===== src/grc_pkg.sv =====
package grc_pkg;

	// Shared divider operand widths.
	localparam int DIV_W = 48;
	localparam int DVS_W = 34;

	localparam logic [7:0] COST_FULL = 8'd254;

	localparam logic [1:0] ST_WRITE   = 2'd0;
	localparam logic [1:0] ST_OUTSIDE = 2'd1;
	localparam logic [1:0] ST_NOMAP   = 2'd2;

	localparam logic [2:0] REG_CENTER_X  = 3'd0;
	localparam logic [2:0] REG_CENTER_Y  = 3'd1;
	localparam logic [2:0] REG_CELL_SIZE = 3'd2;
	localparam logic [2:0] REG_COST_CELL = 3'd3;
	localparam logic [2:0] REG_COLS      = 3'd4;
	localparam logic [2:0] REG_ROWS      = 3'd5;
	localparam logic [2:0] REG_VAL_LOW   = 3'd6;
	localparam logic [2:0] REG_VAL_HIGH  = 3'd7;

	typedef enum logic [1:0] {
		OP_START = 2'd0,
		OP_LOAD  = 2'd1,
		OP_QUERY = 2'd2,
		OP_NONE  = 2'd3
	} op_t;

	typedef enum logic [3:0] {
		S_IDLE, S_PREP, S_CHECK, S_GEO, S_DIVW, S_PK, S_PL,
		S_ADDR, S_READ, S_DATA, S_INT1, S_INT2, S_NORM, S_OUT
	} state_t;

	typedef enum logic [3:0] {
		TG_BCOL, TG_BFX, TG_BROW, TG_BFY, TG_NCOL, TG_NROW,
		TG_PCOL, TG_PROW, TG_NORM
	} tag_t;

	typedef struct packed {
		logic             start;
		logic [DIV_W-1:0] dividend;
		logic [DVS_W-1:0] divisor;
	} div_req_t;

	typedef struct packed {
		logic             done;
		logic [DIV_W-1:0] quot;
		logic [DVS_W-1:0] rem;
	} div_rsp_t;

endpackage


===== src/grc_div.sv =====
// Restoring unsigned divider, one quotient bit per cycle.
module grc_div (
	input  logic               clk,
	input  logic               arst_n,
	input  grc_pkg::div_req_t  req,
	output grc_pkg::div_rsp_t  rsp
);
	localparam int CW = $clog2(grc_pkg::DIV_W + 1);

	logic [grc_pkg::DIV_W-1:0] a_q;
	logic [grc_pkg::DVS_W-1:0] b_q;
	logic [grc_pkg::DVS_W-1:0] r_q;
	logic [CW-1:0]             cnt_q;
	logic                      busy_q;
	logic                      done_q;
	logic [grc_pkg::DVS_W:0]   trial;
	logic [grc_pkg::DVS_W:0]   diff;
	logic                      fit;

	always_comb begin
		trial = {r_q, a_q[grc_pkg::DIV_W-1]};
		diff  = trial - {1'b0, b_q};
		fit   = (trial >= {1'b0, b_q});
	end

	always_ff @(posedge clk or negedge arst_n) begin
		if (!arst_n) begin
			busy_q <= 1'b0;
			done_q <= 1'b0;
			cnt_q  <= '0;
		end else begin
			done_q <= 1'b0;
			if (req.start) begin
				busy_q <= 1'b1;
				cnt_q  <= CW'(grc_pkg::DIV_W);
			end else if (busy_q) begin
				cnt_q <= cnt_q - CW'(1);
				if (cnt_q == CW'(1)) begin
					busy_q <= 1'b0;
					done_q <= 1'b1;
				end
			end
		end
	end

	always_ff @(posedge clk) begin
		if (req.start) begin
			a_q <= req.dividend;
			b_q <= req.divisor;
			r_q <= '0;
		end else if (busy_q) begin
			a_q <= {a_q[grc_pkg::DIV_W-2:0], fit};
			r_q <= fit ? diff[grc_pkg::DVS_W-1:0] : trial[grc_pkg::DVS_W-1:0];
		end
	end

	assign rsp.done = done_q;
	assign rsp.quot = a_q;
	assign rsp.rem  = r_q;

endmodule


===== config.mk =====
export PLATFORM = sky130hd
export DESIGN_NAME = grc_div
export DESIGN_NICKNAME = d
export VERILOG_FILES = /design/src/grc_pkg.sv /design/src/grc_div.sv
export SDC_FILE = /design/constraint.sdc
export NUM_CORES = 1
export LEC_CHECK = 0
export BUFFER_PORTS_ARGS = -buffer_cell sky130_fd_sc_hd__buf_2
export CAP_MARGIN = 20
export CORE_MARGIN = 2
export CORE_UTILIZATION = 50
export CTS_CLUSTER_SIZE = 16
export DETAILED_ROUTE_END_ITERATION = 12
export GPL_ROUTABILITY_DRIVEN = 0
export GPL_TIMING_DRIVEN = 0
export PLACE_DENSITY_LB_ADDON = 0.3
export REMOVE_ABC_BUFFERS = 1
export SLEW_MARGIN = 20
export SYNTH_ARGS = -nofsm -noshare
export SYNTH_HDL_FRONTEND = slang
export SYNTH_SLANG_ARGS = --single-unit

===== constraint.sdc =====
create_clock -name clk -period 7.42 [get_ports clk]
set_input_delay 1.855 -clock clk [delete_from_list [all_inputs] [get_ports clk]]
set_output_delay 1.855 -clock clk [all_outputs]
set_load 0.02 [all_outputs]

==> results.ini <==
[logic_synthesis]
syn_area_per_cell_um2=10.7
ys_seq_elements=124
synth_xor_area_share_pct=4.57
syn_inst=626
synth_ff_type=edfxtp_1
synth_compound_area_share_pct=14.5
synthArstFlopShare_pct=6.45
seq_area_frac_synth_pct=49.9
muxShareOfSynthArea_pct=9.09
synth-edff-count=82
yosys_warnings=0
synth-simple-area-share_pct=10.7
ys_types=57
netlist_area_um2=6710
synth_adder_area_share_pct=7.01
synth_top_family_by_area=compound AO/OA/AOI/OAI gates

[cts]
clkSinkCount=124
ctsHoldBuffers=0
cts_tree=yes
clockBufferDepth=2
cts_root_buf=clkbuf_16
clk_pin_slew_ns=0.06
post-cts-setup-buffers=0
h-tree-depth=4
cts_resized=0
insertion_delay_ns=0.42
cts_buffers=17

[global_route]
antenna_found_initial=0
grt_pass1_vias=5316
grt-ovfl-total=0
grt_usage_pct=22.9
grt_first_pass_wirelength_um=25800
grt_max_degree=78

[place]
dpl.cell_count=948
hpwlAfterDp_um=11200
portBuffers=167

[power]
ir_drop_mv=0.175
leakage_nw=3.79
p_per_area_nw_per_um2=233

[critical_path]
criticalPathCategory=in2reg
arrival_ns=3.71
crit_path_end_kind=register
slowest_delay_ns=0.71
crit_buf_inv=2
crit_start=req[82]
crit_chain=buf_6, buf_16, nor2b_1, nand2b_1, o21ai_0
cp_slowest_cell=nor2b_1
r2r-start=a_q[47]
cpLargestDelayFamily=simple AND/OR/NAND/NOR gates
worstSetupStartpointType=primary input
required_ns=7.75
cp_max_fo=77

[finish]
area_growth_pct=24.5
layoutNonFillerInstCount=980
seq_area_um2=3340
final_common_cell=buf_2
multi_input_area_um2=3070
layout_common_cells=buf_2 (166), edfxtp_1 (82), nor2_1 (57), a21oi_1 (50), mux2_2 (47)
nets=913
fillers=1084
diodes=0
drive_gt1_share_pct=31.8

[floorplan]
dieArea_um2=14400
rows=42
core_um2=13200
die_w_um=120
pin_count=168
die_h_um=120
initial_core_util_pct=50.8

[timing]
holdWs_ns=0.497
tns_ns=0
finalHoldViolCount=0
tightest_slew_ns=0.852
finalSetupViolCount=0
rsz0062_at_grt=no
finalClockSkew_ns=0.0116
fin_crit_ns=3.37
slew-limit-headroom_pct=43.1
max_freq_ghz=0.297
finalCritPeriodShare_pct=45.5
slew_violations=0

[route]
wirelength_um=15700
wl_per_cell_um=16.0
detail-route-antenna-nets=0
firstDrtPassIters=4
num_vias=5287
route.detailed.drc=0
drtIter0Drc=294
via_per_inst=5.39

[hold_path]
hold_start=r_q[16]
min_path_type=reg2reg

[flow_run]
drv_cap=0

[run_status]
run_status=finished, final reports clean

==> worst min-delay path: cells and delay by family (launching register included) <==
kind             cells  cell delay (ns)
AND/OR/NAND/NOR      1             0.06
AO/OA/AOI/OAI        1             0.06
flip-flops           1             0.33
==> where the power goes <==
group | switching, mW | leakage (nW) | internal [mW]
Combinational | 0.156 | 2.29 | 0.117
Sequential | 0.0315 | 1.21 | 0.797
Clock | 0.318 | 0.286 | 0.528
Total | 0.505 | 3.79 | 1.44
==> through the flow <==
step                area, um2  setup WS [ns]  utilization, %  power [mW]
finish                   8350           4.05            63.3        1.95
global placement         7640          0.802            57.9        1.10
CTS                      8350           4.07            63.3        1.96
floorplan                6580           3.55               -        1.01
detailed placement       7750           3.62            58.8        1.12
global route             8350           3.84            63.3        2.03
==> cell type report <==
class | count | share of cell area [%]
clock inverter | 14 | 2.04
inverter | 45 | 2.02
sequential | 124 | 40.1
timing repair buffer | 172 | 11.3
multi-input combinational | 431 | 36.8
tap | 176 | 2.64
clock buffer | 18 | 5.14
==> state kept, by name, summed over array words and instances (netlist names) <==
| name | count |
|---|---|
| done_q | 1 |
| r_q | 34 |
| b_q | 34 |
| cnt_q | 6 |
| a_q | 48 |
| busy_q | 1 |
==> worst paths after layout <==
kind,slack (ns),depth (start not counted),end
worst max-delay path,4.05,5,r_q[10]
worst min-delay path,0.50,2,r_q[16]
worst max register to register,4.10,12,r_q[32]
worst min register to register,0.50,2,r_q[16]
max in group asynchronous,5.95,1,busy_q
min in group asynchronous,1.27,1,cnt_q[1]
==> cells by family after synthesis <==
kind of cell             count (synthesis)
adder cells (fa/ha/maj)                 37
XOR/XNOR                                35
AND/OR/NAND/NOR                        150
buffers and inverters                   71
AO/OA/AOI/OAI                          154
multiplexers                            55
flip-flops                             124
==> routing by layer <==
layer	part of all wire, %	up-vias	routed length, um	track usage [%]
met5	0	-	0	0
li1	-	2630	-	-
met3	7.8	17	1220	7.37
met2	48	174	7590	37.6
met1	42	2466	6610	27.9
met4	1.5	0	240	9.04
==> Yosys cell counts, drive strengths merged, types with 2 or more instances <==
master	number	area [um2]
xnor2	17	149
xor2	18	158
a31oi	6	37.5
nand4	4	25.0
nor3	7	35.0
mux2	47	529
o21a	4	30.0
o31ai	2	15.0
a32oi	8	70.1
nand2	34	128
and3	6	37.5
edfxtp	82	2460
nor2	58	218
nand3	8	40.0
o21ai	35	175
o21bai	3	22.5
buf	9	58.8
nor3b	3	27.5
clkbuf	17	63.8
nor2b	7	43.8
or3	3	18.8
o41ai	2	17.5
or4	2	15.0
dfxtp	34	681
o211ai	5	37.5
a211oi	18	135
nand2b	9	56.3
inv	45	169
a21o	10	75.1
and2	2	12.5
a21oi	51	267
dfrtp	8	200
a22oi	2	15.0
ha	36	450
mux2i	8	80.1
Power figures use the tool's default switching activity.
